[src/adrc_pkg.sv]
package adrc_pkg;

  // Field and register widths.
  localparam int unsigned POS_W      = 16;
  localparam int unsigned AXIS_W     = 2;
  localparam int unsigned DZ_W       = 15;
  localparam int unsigned MARKS_W    = 64;
  localparam int unsigned LAST_W     = 24;
  localparam int unsigned CFG_IDX_W  = 3;
  localparam int unsigned CFG_DATA_W = 64;

  // Number of axes and marks per curve.
  localparam int unsigned NUM_AXES  = 3;
  localparam int unsigned NUM_MARKS = 9;

  // Axis codes.
  localparam logic [AXIS_W-1:0] AXIS_YAW  = 2'd2;
  localparam logic [AXIS_W-1:0] AXIS_NONE = 2'd3;

  // Configuration register indexes.
  localparam logic [CFG_IDX_W-1:0] REG_DZ_PITCH    = 3'd0;
  localparam logic [CFG_IDX_W-1:0] REG_DZ_ROLL     = 3'd1;
  localparam logic [CFG_IDX_W-1:0] REG_DZ_YAW      = 3'd2;
  localparam logic [CFG_IDX_W-1:0] REG_MARKS_PITCH = 3'd3;
  localparam logic [CFG_IDX_W-1:0] REG_MARKS_ROLL  = 3'd4;
  localparam logic [CFG_IDX_W-1:0] REG_MARKS_YAW   = 3'd5;
  localparam logic [CFG_IDX_W-1:0] REG_LAST_MARKS  = 3'd6;

  // Stick centre.
  localparam logic [POS_W-1:0] CENTRE = 16'h8000;

  // Dead zone divider: one quotient bit comes from the entry stage, the
  // remaining ones are resolved a few per pipeline stage.
  localparam int unsigned DIV_STEPS           = 15;
  localparam int unsigned DIV_STEPS_PER_STAGE = 3;
  localparam int unsigned DIV_STAGES          = DIV_STEPS / DIV_STEPS_PER_STAGE;

  // One item as it travels between the two halves of the pipeline.
  typedef struct packed {
    logic [POS_W-1:0]  pos;
    logic [AXIS_W-1:0] axis;
  } item_t;

  // Nine gain marks of one axis, mark zero in entry zero.
  typedef logic [NUM_MARKS-1:0][7:0] curve_t;

endpackage

[src/adrc_deadzone.sv]
module adrc_deadzone (
  input  logic                        clk_i,
  input  logic                        rst_ni,
  input  logic                        in_valid_i,
  input  adrc_pkg::item_t             in_item_i,
  input  logic [adrc_pkg::DZ_W-1:0]   deadzone_i,
  output logic                        out_valid_o,
  output adrc_pkg::item_t             out_item_o
);

  typedef struct packed {
    logic [adrc_pkg::POS_W-1:0]  raw;
    logic [adrc_pkg::AXIS_W-1:0] axis;
    logic                        neg;
    logic                        bypass;
    logic                        in_zone;
    logic [adrc_pkg::POS_W-1:0]  den;
    logic [adrc_pkg::POS_W-1:0]  rem;
    logic [adrc_pkg::POS_W-1:0]  quo;
  } dz_div_t;

  logic [adrc_pkg::DIV_STAGES:0] vld_q;
  dz_div_t                       div_q [adrc_pkg::DIV_STAGES+1];
  dz_div_t                       entry_d;
  logic                          out_vld_q;
  adrc_pkg::item_t               out_q;
  adrc_pkg::item_t               out_d;

  // Entry stage: offset magnitude, dead zone test and the top quotient bit.
  always_comb begin
    logic [adrc_pkg::POS_W-1:0] mag;
    logic [adrc_pkg::POS_W-1:0] d16;
    logic [adrc_pkg::POS_W-1:0] num;
    logic                       top;
    entry_d.raw     = in_item_i.pos;
    entry_d.axis    = in_item_i.axis;
    entry_d.neg     = ~in_item_i.pos[adrc_pkg::POS_W-1];
    mag             = entry_d.neg ? adrc_pkg::CENTRE - in_item_i.pos
                                  : {1'b0, in_item_i.pos[adrc_pkg::POS_W-2:0]};
    d16             = {1'b0, deadzone_i};
    entry_d.bypass  = (deadzone_i == '0);
    entry_d.in_zone = (mag < d16);
    num             = mag - d16;
    entry_d.den     = adrc_pkg::CENTRE - d16;
    // The scaled offset never exceeds the span, so the top bit is a plain compare.
    top             = (num >= entry_d.den);
    entry_d.rem     = top ? num - entry_d.den : num;
    entry_d.quo     = {{(adrc_pkg::POS_W-1){1'b0}}, top};
  end

  always_ff @(posedge clk_i or negedge rst_ni) begin
    if (!rst_ni) begin
      vld_q[0] <= 1'b0;
    end else begin
      vld_q[0] <= in_valid_i;
    end
  end

  always_ff @(posedge clk_i) begin
    div_q[0] <= entry_d;
  end

  // Restoring division stages, a few quotient bits each.
  for (genvar g = 0; g < adrc_pkg::DIV_STAGES; g++) begin : g_div
    dz_div_t nxt;

    always_comb begin
      logic [adrc_pkg::POS_W:0] r2;
      logic                     ge;
      nxt = div_q[g];
      for (int s = 0; s < adrc_pkg::DIV_STEPS_PER_STAGE; s++) begin
        r2      = {nxt.rem, 1'b0};
        ge      = (r2 >= {1'b0, nxt.den});
        nxt.rem = ge ? adrc_pkg::POS_W'(r2 - {1'b0, nxt.den}) : r2[adrc_pkg::POS_W-1:0];
        nxt.quo = {nxt.quo[adrc_pkg::POS_W-2:0], ge};
      end
    end

    always_ff @(posedge clk_i or negedge rst_ni) begin
      if (!rst_ni) begin
        vld_q[g+1] <= 1'b0;
      end else begin
        vld_q[g+1] <= vld_q[g];
      end
    end

    always_ff @(posedge clk_i) begin
      div_q[g+1] <= nxt;
    end
  end

  // Rebuild the position around the centre, or pass the raw position when the dead zone is zero.
  always_comb begin
    dz_div_t last;
    last       = div_q[adrc_pkg::DIV_STAGES];
    out_d.axis = last.axis;
    if (last.bypass) begin
      out_d.pos = last.raw;
    end else if (last.in_zone) begin
      out_d.pos = adrc_pkg::CENTRE;
    end else if (last.neg) begin
      out_d.pos = adrc_pkg::CENTRE - last.quo;
    end else begin
      out_d.pos = adrc_pkg::CENTRE + last.quo;
    end
  end

  always_ff @(posedge clk_i or negedge rst_ni) begin
    if (!rst_ni) begin
      out_vld_q <= 1'b0;
    end else begin
      out_vld_q <= vld_q[adrc_pkg::DIV_STAGES];
    end
  end

  always_ff @(posedge clk_i) begin
    out_q <= out_d;
  end

  assign out_valid_o = out_vld_q;
  assign out_item_o  = out_q;

endmodule

[src/adrc_curve.sv]
module adrc_curve (
  input  logic                        clk_i,
  input  logic                        rst_ni,
  input  logic                        in_valid_i,
  input  adrc_pkg::item_t             in_item_i,
  input  adrc_pkg::curve_t            curves_i [adrc_pkg::NUM_AXES],
  output logic                        out_valid_o,
  output logic [adrc_pkg::POS_W-1:0]  deadzoned_o,
  output logic [adrc_pkg::POS_W-1:0]  shaped_o
);

  localparam logic [3:0] LastBin  = 4'd9;
  localparam logic [3:0] LastMark = 4'd8;

  logic [3:0] vld_q;

  // Stage 1: bin, fraction and the two bounding marks.
  logic                       neg_d, neg1_q;
  logic [adrc_pkg::POS_W-1:0] mag_d, mag1_q, dz1_q;
  logic [14:0]                frac_d, frac1_q;
  logic [7:0]                 lo_d, lo1_q, hi_d, hi1_q;

  always_comb begin
    logic [19:0] t;
    logic [3:0]  bin;
    logic [3:0]  lo_idx;
    logic [3:0]  hi_idx;
    neg_d  = ~in_item_i.pos[adrc_pkg::POS_W-1];
    mag_d  = neg_d ? adrc_pkg::CENTRE - in_item_i.pos
                   : {1'b0, in_item_i.pos[adrc_pkg::POS_W-2:0]};
    t      = 20'({mag_d, 3'b000}) + 20'({mag_d, 1'b0});
    bin    = (t[18:15] > LastBin) ? LastBin : t[18:15];
    frac_d = t[14:0];
    lo_idx = (bin == '0) ? 4'd0 : bin - 4'd1;
    hi_idx = (bin == LastBin) ? LastMark : bin;
    lo_d   = curves_i[in_item_i.axis][lo_idx];
    hi_d   = curves_i[in_item_i.axis][hi_idx];
  end

  always_ff @(posedge clk_i) begin
    neg1_q  <= neg_d;
    mag1_q  <= mag_d;
    dz1_q   <= in_item_i.pos;
    frac1_q <= frac_d;
    lo1_q   <= lo_d;
    hi1_q   <= hi_d;
  end

  // Stage 2: weight each mark by its share of the bin.
  logic                       neg2_q;
  logic [adrc_pkg::POS_W-1:0] mag2_q, dz2_q;
  logic [23:0]                plo_d, plo2_q, phi_d, phi2_q;

  always_comb begin
    logic [adrc_pkg::POS_W-1:0] inv;
    inv   = adrc_pkg::CENTRE - {1'b0, frac1_q};
    plo_d = 24'(lo1_q) * 24'(inv);
    phi_d = 24'(hi1_q) * 24'(frac1_q);
  end

  always_ff @(posedge clk_i) begin
    neg2_q <= neg1_q;
    mag2_q <= mag1_q;
    dz2_q  <= dz1_q;
    plo2_q <= plo_d;
    phi2_q <= phi_d;
  end

  // Stage 3: gain and the scaled magnitude.
  logic                       neg3_q;
  logic [adrc_pkg::POS_W-1:0] dz3_q;
  logic [30:0]                prod_d, prod3_q;

  always_comb begin
    logic [23:0] sum;
    sum    = plo2_q + phi2_q;
    prod_d = 31'(mag2_q) * 31'(sum[22:8]);
  end

  always_ff @(posedge clk_i) begin
    neg3_q  <= neg2_q;
    dz3_q   <= dz2_q;
    prod3_q <= prod_d;
  end

  // Stage 4: back around the centre.
  logic [adrc_pkg::POS_W-1:0] dz4_q, sh_d, sh4_q;

  always_comb begin
    logic [adrc_pkg::POS_W-1:0] q;
    q    = prod3_q[30:15];
    sh_d = neg3_q ? adrc_pkg::CENTRE - q : adrc_pkg::CENTRE + q;
  end

  always_ff @(posedge clk_i) begin
    dz4_q <= dz3_q;
    sh4_q <= sh_d;
  end

  // Valid bits follow the data through the four stages.
  always_ff @(posedge clk_i or negedge rst_ni) begin
    if (!rst_ni) begin
      vld_q <= '0;
    end else begin
      vld_q <= {vld_q[2:0], in_valid_i};
    end
  end

  assign out_valid_o = vld_q[3];
  assign deadzoned_o = dz4_q;
  assign shaped_o    = sh4_q;

endmodule

[src/axis_deadzone_response_curve.sv]
// Channel   Handshake            Payload
// -------   ------------------   ----------------------------------------
// input     start / busy         raw_position_i, axis_select_i
// result    result_valid_o       deadzoned_position_o, shaped_position_o
// config    cfg_we_i             cfg_idx_i, cfg_wdata_i
//
// One item is accepted in every cycle; busy stays low.
// Each result passes through the pipelined dead
// zone divider (seven stages) followed by the four stage gain curve.
// Reset clears all valid bits and loads the default dead zones and marks.
// The receiver cannot stall, so the pipeline advances in every cycle.
module axis_deadzone_response_curve (
  input  logic                                clk_i,
  input  logic                                rst_ni,
  input  logic                                start,
  output logic                                busy,
  input  logic [adrc_pkg::POS_W-1:0]          raw_position_i,
  input  logic [adrc_pkg::AXIS_W-1:0]         axis_select_i,
  output logic                                result_valid_o,
  output logic [adrc_pkg::POS_W-1:0]          deadzoned_position_o,
  output logic [adrc_pkg::POS_W-1:0]          shaped_position_o,
  input  logic                                cfg_we_i,
  input  logic [adrc_pkg::CFG_IDX_W-1:0]      cfg_idx_i,
  input  logic [adrc_pkg::CFG_DATA_W-1:0]     cfg_wdata_i
);

  logic [adrc_pkg::DZ_W-1:0]    dz_q    [adrc_pkg::NUM_AXES];
  logic [adrc_pkg::MARKS_W-1:0] marks_q [adrc_pkg::NUM_AXES];
  logic [adrc_pkg::LAST_W-1:0]  last_q;
  adrc_pkg::curve_t             curves  [adrc_pkg::NUM_AXES];
  adrc_pkg::item_t              in_item;
  logic                         mid_valid;
  adrc_pkg::item_t              mid_item;

  // Configuration registers.
  always_ff @(posedge clk_i or negedge rst_ni) begin
    if (!rst_ni) begin
      for (int a = 0; a < adrc_pkg::NUM_AXES; a++) begin
        dz_q[a]    <= '0;
        marks_q[a] <= '1;
      end
      last_q <= '1;
    end else if (cfg_we_i) begin
      case (cfg_idx_i)
        adrc_pkg::REG_DZ_PITCH:    dz_q[0]    <= cfg_wdata_i[adrc_pkg::DZ_W-1:0];
        adrc_pkg::REG_DZ_ROLL:     dz_q[1]    <= cfg_wdata_i[adrc_pkg::DZ_W-1:0];
        adrc_pkg::REG_DZ_YAW:      dz_q[2]    <= cfg_wdata_i[adrc_pkg::DZ_W-1:0];
        adrc_pkg::REG_MARKS_PITCH: marks_q[0] <= cfg_wdata_i;
        adrc_pkg::REG_MARKS_ROLL:  marks_q[1] <= cfg_wdata_i;
        adrc_pkg::REG_MARKS_YAW:   marks_q[2] <= cfg_wdata_i;
        adrc_pkg::REG_LAST_MARKS:  last_q     <= cfg_wdata_i[adrc_pkg::LAST_W-1:0];
        default: ;
      endcase
    end
  end

  // Assemble the nine marks of each axis.
  for (genvar a = 0; a < adrc_pkg::NUM_AXES; a++) begin : g_curve
    assign curves[a] = {last_q[8*a +: 8], marks_q[a]};
  end

  // The unused axis code is served as yaw.
  assign in_item.pos  = raw_position_i;
  assign in_item.axis = (axis_select_i == adrc_pkg::AXIS_NONE) ? adrc_pkg::AXIS_YAW
                                                                : axis_select_i;
  assign busy         = 1'b0;

  adrc_deadzone u_deadzone (
    .clk_i       (clk_i),
    .rst_ni      (rst_ni),
    .in_valid_i  (start),
    .in_item_i   (in_item),
    .deadzone_i  (dz_q[in_item.axis]),
    .out_valid_o (mid_valid),
    .out_item_o  (mid_item)
  );

  adrc_curve u_curve (
    .clk_i       (clk_i),
    .rst_ni      (rst_ni),
    .in_valid_i  (mid_valid),
    .in_item_i   (mid_item),
    .curves_i    (curves),
    .out_valid_o (result_valid_o),
    .deadzoned_o (deadzoned_position_o),
    .shaped_o    (shaped_position_o)
  );

endmodule

[config.mk]
export PLATFORM = sky130hd
export DESIGN_NAME = axis_deadzone_response_curve
export DESIGN_NICKNAME = d
export VERILOG_FILES = /design/src/adrc_pkg.sv /design/src/adrc_deadzone.sv /design/src/adrc_curve.sv /design/src/axis_deadzone_response_curve.sv
export SDC_FILE = /design/constraint.sdc
export NUM_CORES = 2
export LEC_CHECK = 0
export BUFFER_PORTS_ARGS = -buffer_cell sky130_fd_sc_hd__buf_4
export CAP_MARGIN = 20
export CORE_ASPECT_RATIO = 1.4
export CORE_MARGIN = 5
export CORE_UTILIZATION = 55
export CTS_BUF_LIST = sky130_fd_sc_hd__clkbuf_8
export CTS_CLUSTER_DIAMETER = 60
export CTS_CLUSTER_SIZE = 12
export DETAILED_ROUTE_END_ITERATION = 12
export PLACE_DENSITY_LB_ADDON = 0.1
export SLEW_MARGIN = 15
export SYNTH_ARGS = -nofsm -noshare
export SYNTH_HDL_FRONTEND = slang
export SYNTH_SLANG_ARGS = --single-unit
[constraint.sdc]
create_clock -name clk_i -period 9.7 [get_ports clk_i]
set_clock_uncertainty 0.15 [all_clocks]
set_input_delay 1.94 -clock clk_i [delete_from_list [all_inputs] [get_ports clk_i]]
set_output_delay 1.94 -clock clk_i [all_outputs]
set_load 0.03 [all_outputs]
Yosys cells after proc, flatten, opt, wreduce, memory -nomap -nowiden
Memories as Yosys holds them, arrays and structs flattened.
Cells that the tools add are included.
{"block": "classes", "n_addsub": 28, "n_mul": 3, "order_cmp": 22, "n_eq_ne": 8, "n_mux": 36, "bitwise_logic": 4, "reduce_logical": 10}
{"cell": "$mux W16", "count": 22}
{"cell": "$sub A16 B16 Y16", "count": 16}
{"cell": "$ge A17 B16 Y1", "count": 15}
{"cell": "$bmux W72 S2", "count": 1}
{"cell": "$mux W72", "count": 2}
{"cell": "$bmux W8 S4", "count": 2}
{"cell": "$sub A16 B16 Y16 const A", "count": 4}
{"cell": "$add A16 B16 Y16 const A", "count": 2}
{"cell": "$sub A16 B15 Y16 const A", "count": 2}
{"cell": "$mul A16 B15 Y31", "count": 1}
{"cell": "$bmux W15 S2", "count": 1}
{"cell": "$mux W15", "count": 2}
{"cell": "$add A23 B23 Y23", "count": 1}
{"cell": "$mul A8 B15 Y23", "count": 1}
{"cell": "$mul A8 B16 Y23", "count": 1}
{"cell": "$add A19 B17 Y19", "count": 1}
{"cell": "$ge A16 B16 Y1", "count": 1}
{"cell": "$lt A16 B15 Y1", "count": 1}
{"cell": "$mux W8", "count": 2}
{"cell": "$sub A16 B15 Y16", "count": 1}
{"cell": "$logic_not A15 Y1", "count": 1}
{"cell": "$reduce_and A2 Y1", "count": 7}
{"cell": "$mux W4", "count": 3}
{"cell": "$lt A4 B5 Y1 const B", "count": 2}
{"cell": "other kinds (13)", "count": 19}
{"block": "word_totals", "register_bits": 513, "ram_bits": 414, "input_bits": 89, "out_inout_bits": 34, "word_cells": 145, "n_memories": 1}
{"name": "u_deadzone.div_q", "depth": 6, "width": 69, "rd": 6, "rd_clocked_by_memory_dff": 0, "write_ports": 6, "line_no": "adrc_deadzone.sv:23", "text": "dz_div_t div_q [adrc_pkg::DIV_STAGES+1];"}

Logic depth before layout (Yosys ltp)
{"block": "depth", "ltp_word": 9, "depth_mapped": 37, "ltp_nobuf": 34}

Cells and area by module
From an unflattened synthesis, not the netlist that was laid out.
{"block": "hier_totals", "hier_cells": 5792, "area_unflattened_um2": 57054.7}
{"module": "adrc_curve", "instances": 1, "cells_each": 2626, "area_per_inst_um2": 23541.3, "seq_area_each_um2": 4124.0}
{"module": "adrc_deadzone", "instances": 1, "cells_each": 2555, "area_per_inst_um2": 22760.6, "seq_area_each_um2": 7282.0}
{"module": "axis_deadzone_response_curve", "instances": 1, "cells_each": 611, "area_per_inst_um2": 10752.8, "seq_area_each_um2": 6801.5}

Worst setup path after synthesis
Ideal clock, no wire load.
{"block": "synth_timing", "path_type": "register -> register", "startpoint": "reg u_curve.phi2_q[6]", "endpoint": "reg u_curve.prod3_q[27]", "setup_time_ns": 0.072, "t_arrival_ns": 7.858, "required_ns": 9.478, "path_slack_ns": 1.621, "path_stages_with_launch": 33, "n_path_buf": 1, "period_less_slack_ns": 8.079, "path_cell_list": "dfxtp_1 ha_1 a21oi_1 o21ai_0 a221o_1 and2_1 o31a_1 o211ai_1 nand2_1 o21ai_0 nand2b_1 xor2_1 clkbuf_1 nand2_1 fa_1 fa_1 inv_1 fa_1 fa_1 fa_1 inv_1 fa_1 inv_1 ha_1 nand4_1 or3_1 o311a_1 o21ai_0 a21oi_1 o21ai_0 a21oi_1 o21bai_1 xor2_1"}
{"block": "synth_between", "elab_chain_cells": 2}
{"item": "start, declared", "line_no": "adrc_curve.sv:52", "text": "logic [23:0] plo_d, plo2_q, phi_d, phi2_q;"}
{"item": "start signal, assigned", "line_no": "adrc_curve.sv:66", "text": "phi2_q <= phi_d;"}
{"item": "$add A23 B23 Y23", "line_no": "adrc_curve.sv:76", "text": "sum = plo2_q + phi2_q;"}
{"item": "$mul A16 B15 Y31", "line_no": "adrc_curve.sv:77", "text": "prod_d = 31'(mag2_q) * 31'(sum[22:8]);"}
{"item": "named net u_curve.prod_d[27]", "line_no": "adrc_curve.sv:72", "text": "logic [30:0] prod_d, prod3_q;"}
{"item": "end signal, assigned", "line_no": "adrc_curve.sv:83", "text": "prod3_q <= prod_d;"}
{"item": "end, declared", "line_no": "adrc_curve.sv:72"}
The timed path passes the listed nets, and every way through them passes these cells.
A chain may end at the register's enable or synchronous reset.

Worst setup path after layout
Same ends and word-level chain as after synthesis.

==> summary.txt <==
Status
  – Status: finished clean

Setup path
  – Setup CP Type: flop to flop
  – Worst path slowest cell: fa_1
  – Arrival @ worst endpoint: 9420 ps
  – CP endpoint kind: flop
  – Crit path required time: 10250 ps
  – Crit-path max cell delay: 500 ps
  – Crit path launch type: flop
  – Crit path max fanout: 7
  – Most Frequent Cell on Critical Path: fa_1
  – R2R setup slack: 830 ps

Clocking
  – H-tree depth: 3
  – Gates resized, CTS repair: 0
  – Longest Clk Path Bufs: 3
  – TritonCTS clock tree: built
  – Clock Pin Slew Worst Setup and Hold Paths: 90 ps
  – TritonCTS Sinks: 828
  – Root Buffer: clkbuf_8
  – Hold-fix buffers at CTS: 0
  – Clock network latency to the later pin of the worst-skew pair: 760 ps
  – Num CTS Buffers: 85
  – Setup bufs post-CTS: 0

Yosys
  – Synthesized cell area: 56700 sq um
  – Synth cell count leaders: 556 x dfxtp_1, 544 x inv_1, 485 x nand2_1, 478 x ha_1, 364 x mux2_2
  – Ys Warns: 0
  – Main synth FF type: dfxtp_1
  – Yosys top cell by area: dfxtp_1
  – Syn nets: 6647
  – Synth top area cells: dfxtp_1 20%, fa_1 12%, ha_1 11%
  – Post-synth cell types: 119
  – Sequential area share after synthesis: 0.321
  – Synthesized area per cell: 9.88 sq um
  – Synth Instances: 5744
  – #FFs+latches synth: 828
  – Post-synth EDFFs: 0
  – Most frequent cell after synthesis: dfxtp_1
  – Ys async rst share: 0.329
  – Top cell type's share of synthesized area: 0.196

Timing
  – Fin Setup TNS: 0 ps
  – Fin crit period: 8870 ps
  – Period utilization: 0.915
  – Setup violations, final: 0
  – Slew Limit Fails: 0
  – Worst slew pin tran: 1040 ps
  – RSZ-0062 raised after global routing: false
  – Final hold viol count: 0
  – Fmax: 113 MHz
  – Max-slew headroom: 0.304

Drt
  – Top layer in use: met5
  – ANT nets after route: 0
  – # DRC: 0
  – M1 WL: 55700 um
  – Routed via count: 40535
  – Wire length per cell: 18.8 um
  – DRT iter0 DRCs: 1969
  – First-pass iteration count of the detailed router: 7
  – Via/cell ratio: 5.63
  – Routed Wire Length: 135000 um
  – Met3 WL post-DR: 4120 um
  – Met2 wire len: 70400 um

Place
  – GP Congestion: 0.917
  – IO Port Bufs: 121
  – Detail Placement HPWL: 106000 um

GRT
  – First-pass GRT wire length: 221000 um
  – GRT overflow: 0
  – Number of global-route vias before repair: 42207
  – Largest net degree at the start of global routing: 101
  – Initial antenna violation count: 8
  – GRT Util Overall: 0.247

Floorplanning
  – I/O pin count: 123
  – Die Y: 390 um
  – Starting density of the core: 0.554
  – # rows: 139
  – Die span in x: 281 um
  – Die Area: 110000 sq um
  – Area of the core: 102000 sq um

Worst hold path
  – Hold Path Class: flop to flop

Run
  – Max-cap viol count: 0

Finish
  – Fill cells: 8888
  – Layout cell share with drive strength beyond 1: 0.164
  – P&R area growth vs syn: 6.61%
  – Fin nets: 6718
[state kept, by name, summed over array words and instances, names as in the netlist, 16 cells and up]
register,cells
u_deadzone.out_item_o,18
u_curve.mag1_q,16
u_deadzone.div_q,337
u_curve.dz3_q,16
curves,192
u_curve.plo2_q,22
u_curve.prod3_q,16
last_q,24
dz_q,45
u_curve.shaped_o,16
u_curve.mag2_q,16
u_curve.phi2_q,22
u_curve.deadzoned_o,16
[stage by stage]
step                setup slack [ps]  utilization  hold WS, ps  std cells  cell area (sq um)
finish                           827        0.591          149       7205              60500
CTS                              816        0.590          155       7200              60400
global placement                 928        0.575          160       7066              58900
global route                     287        0.591          169       7205              60500
floorplan                       1620            -          160       5744              56700
detailed placement               844        0.575          162       7066              58900
[layer usage]
metal | GRT usage | up-vias
met5 | 0 | -
met4 | 0.0956 | 2
met3 | 0.0258 | 265
met2 | 0.454 | 735
met1 | 0.296 | 19854
li1 | - | 19679
[critical path, delay by kind of cell (launching register included)]
family | cells | cell delay, ps
AND/OR/NAND/NOR | 5 | 970
AO/OA/AOI/OAI | 13 | 3240
buffers and inverters | 3 | 140
XOR/XNOR | 2 | 490
adder cells (fa/ha/maj) | 8 | 3520
flip-flops | 1 | 310
[worst paths after layout]
path / from / end / depth (start not counted)
max in group asynchronous: rst_ni / curves[125] / 3
setup / recovery: u_curve.phi2_q[6] / u_curve.prod3_q[27] / 31
hold reg to reg: u_curve.dz1_q[14] / u_curve.dz2_q[14] / 0
min in group asynchronous: rst_ni / u_deadzone.vld_q[1] / 1
hold / removal: u_curve.dz1_q[14] / u_curve.dz2_q[14] / 0
setup reg to reg: u_curve.phi2_q[6] / u_curve.prod3_q[27] / 31
[cell usage in the layout (no fill, tap or decap), types with 14 or more instances in the layout]
master and instances:
nand4_1 48, a21boi_0 19, and2_1 255, a211oi_1 44, mux2_4 23, nor2_1 307
a21oi_1 302, a22o_1 17, nor4_1 18, nand2b_1 39, ha_1 478, o211ai_1 35
o21a_1 55, inv_1 569, o2111ai_1 14, nor3_1 86, nand3_1 60, nand2_1 485
dfstp_2 216, a31oi_1 28, mux2i_1 106, mux2_2 364, xor2_1 126, dfrtp_1 56
o21ai_1 24, or3_1 34, nor2b_1 39, buf_4 160, o21bai_1 32, xnor2_1 212
mux2_1 27, o31ai_1 26, dfxtp_1 554, and3_1 34, fa_1 336, clkbuf_8 90
a21o_1 118, o21ai_0 181
[logic make-up (layout without fill, tap and decap cells)]
kind of cell / count (synthesis) / count (layout) / synth area share
xor+xnor: 340 / 340 / 0.0531
fa+ha+maj: 814 / 814 / 0.224
other cells: 1 / 5 / 0.0000661
buf+inv: 728 / 846 / 0.0505
compound gates: 1026 / 1026 / 0.120
simple gates: 1486 / 1486 / 0.129
mux: 521 / 521 / 0.103
flops: 828 / 828 / 0.321
[cell type report]
type                       instances  area (sq um)  area share
timing repair buffer             163          1250      0.0207
multi-input combinational       4188         35700       0.590
clock inverter                    44           334     0.00552
antenna                            4          10.0    0.000165
sequential                       828         18200       0.301
clock buffer                      90          1240      0.0205
inverter                         549          2060      0.0341
tap                             1339          1680      0.0277
Power is not shown: default switching activity piles up to over one toggle a cycle in this logic, so the estimate is an artifact.
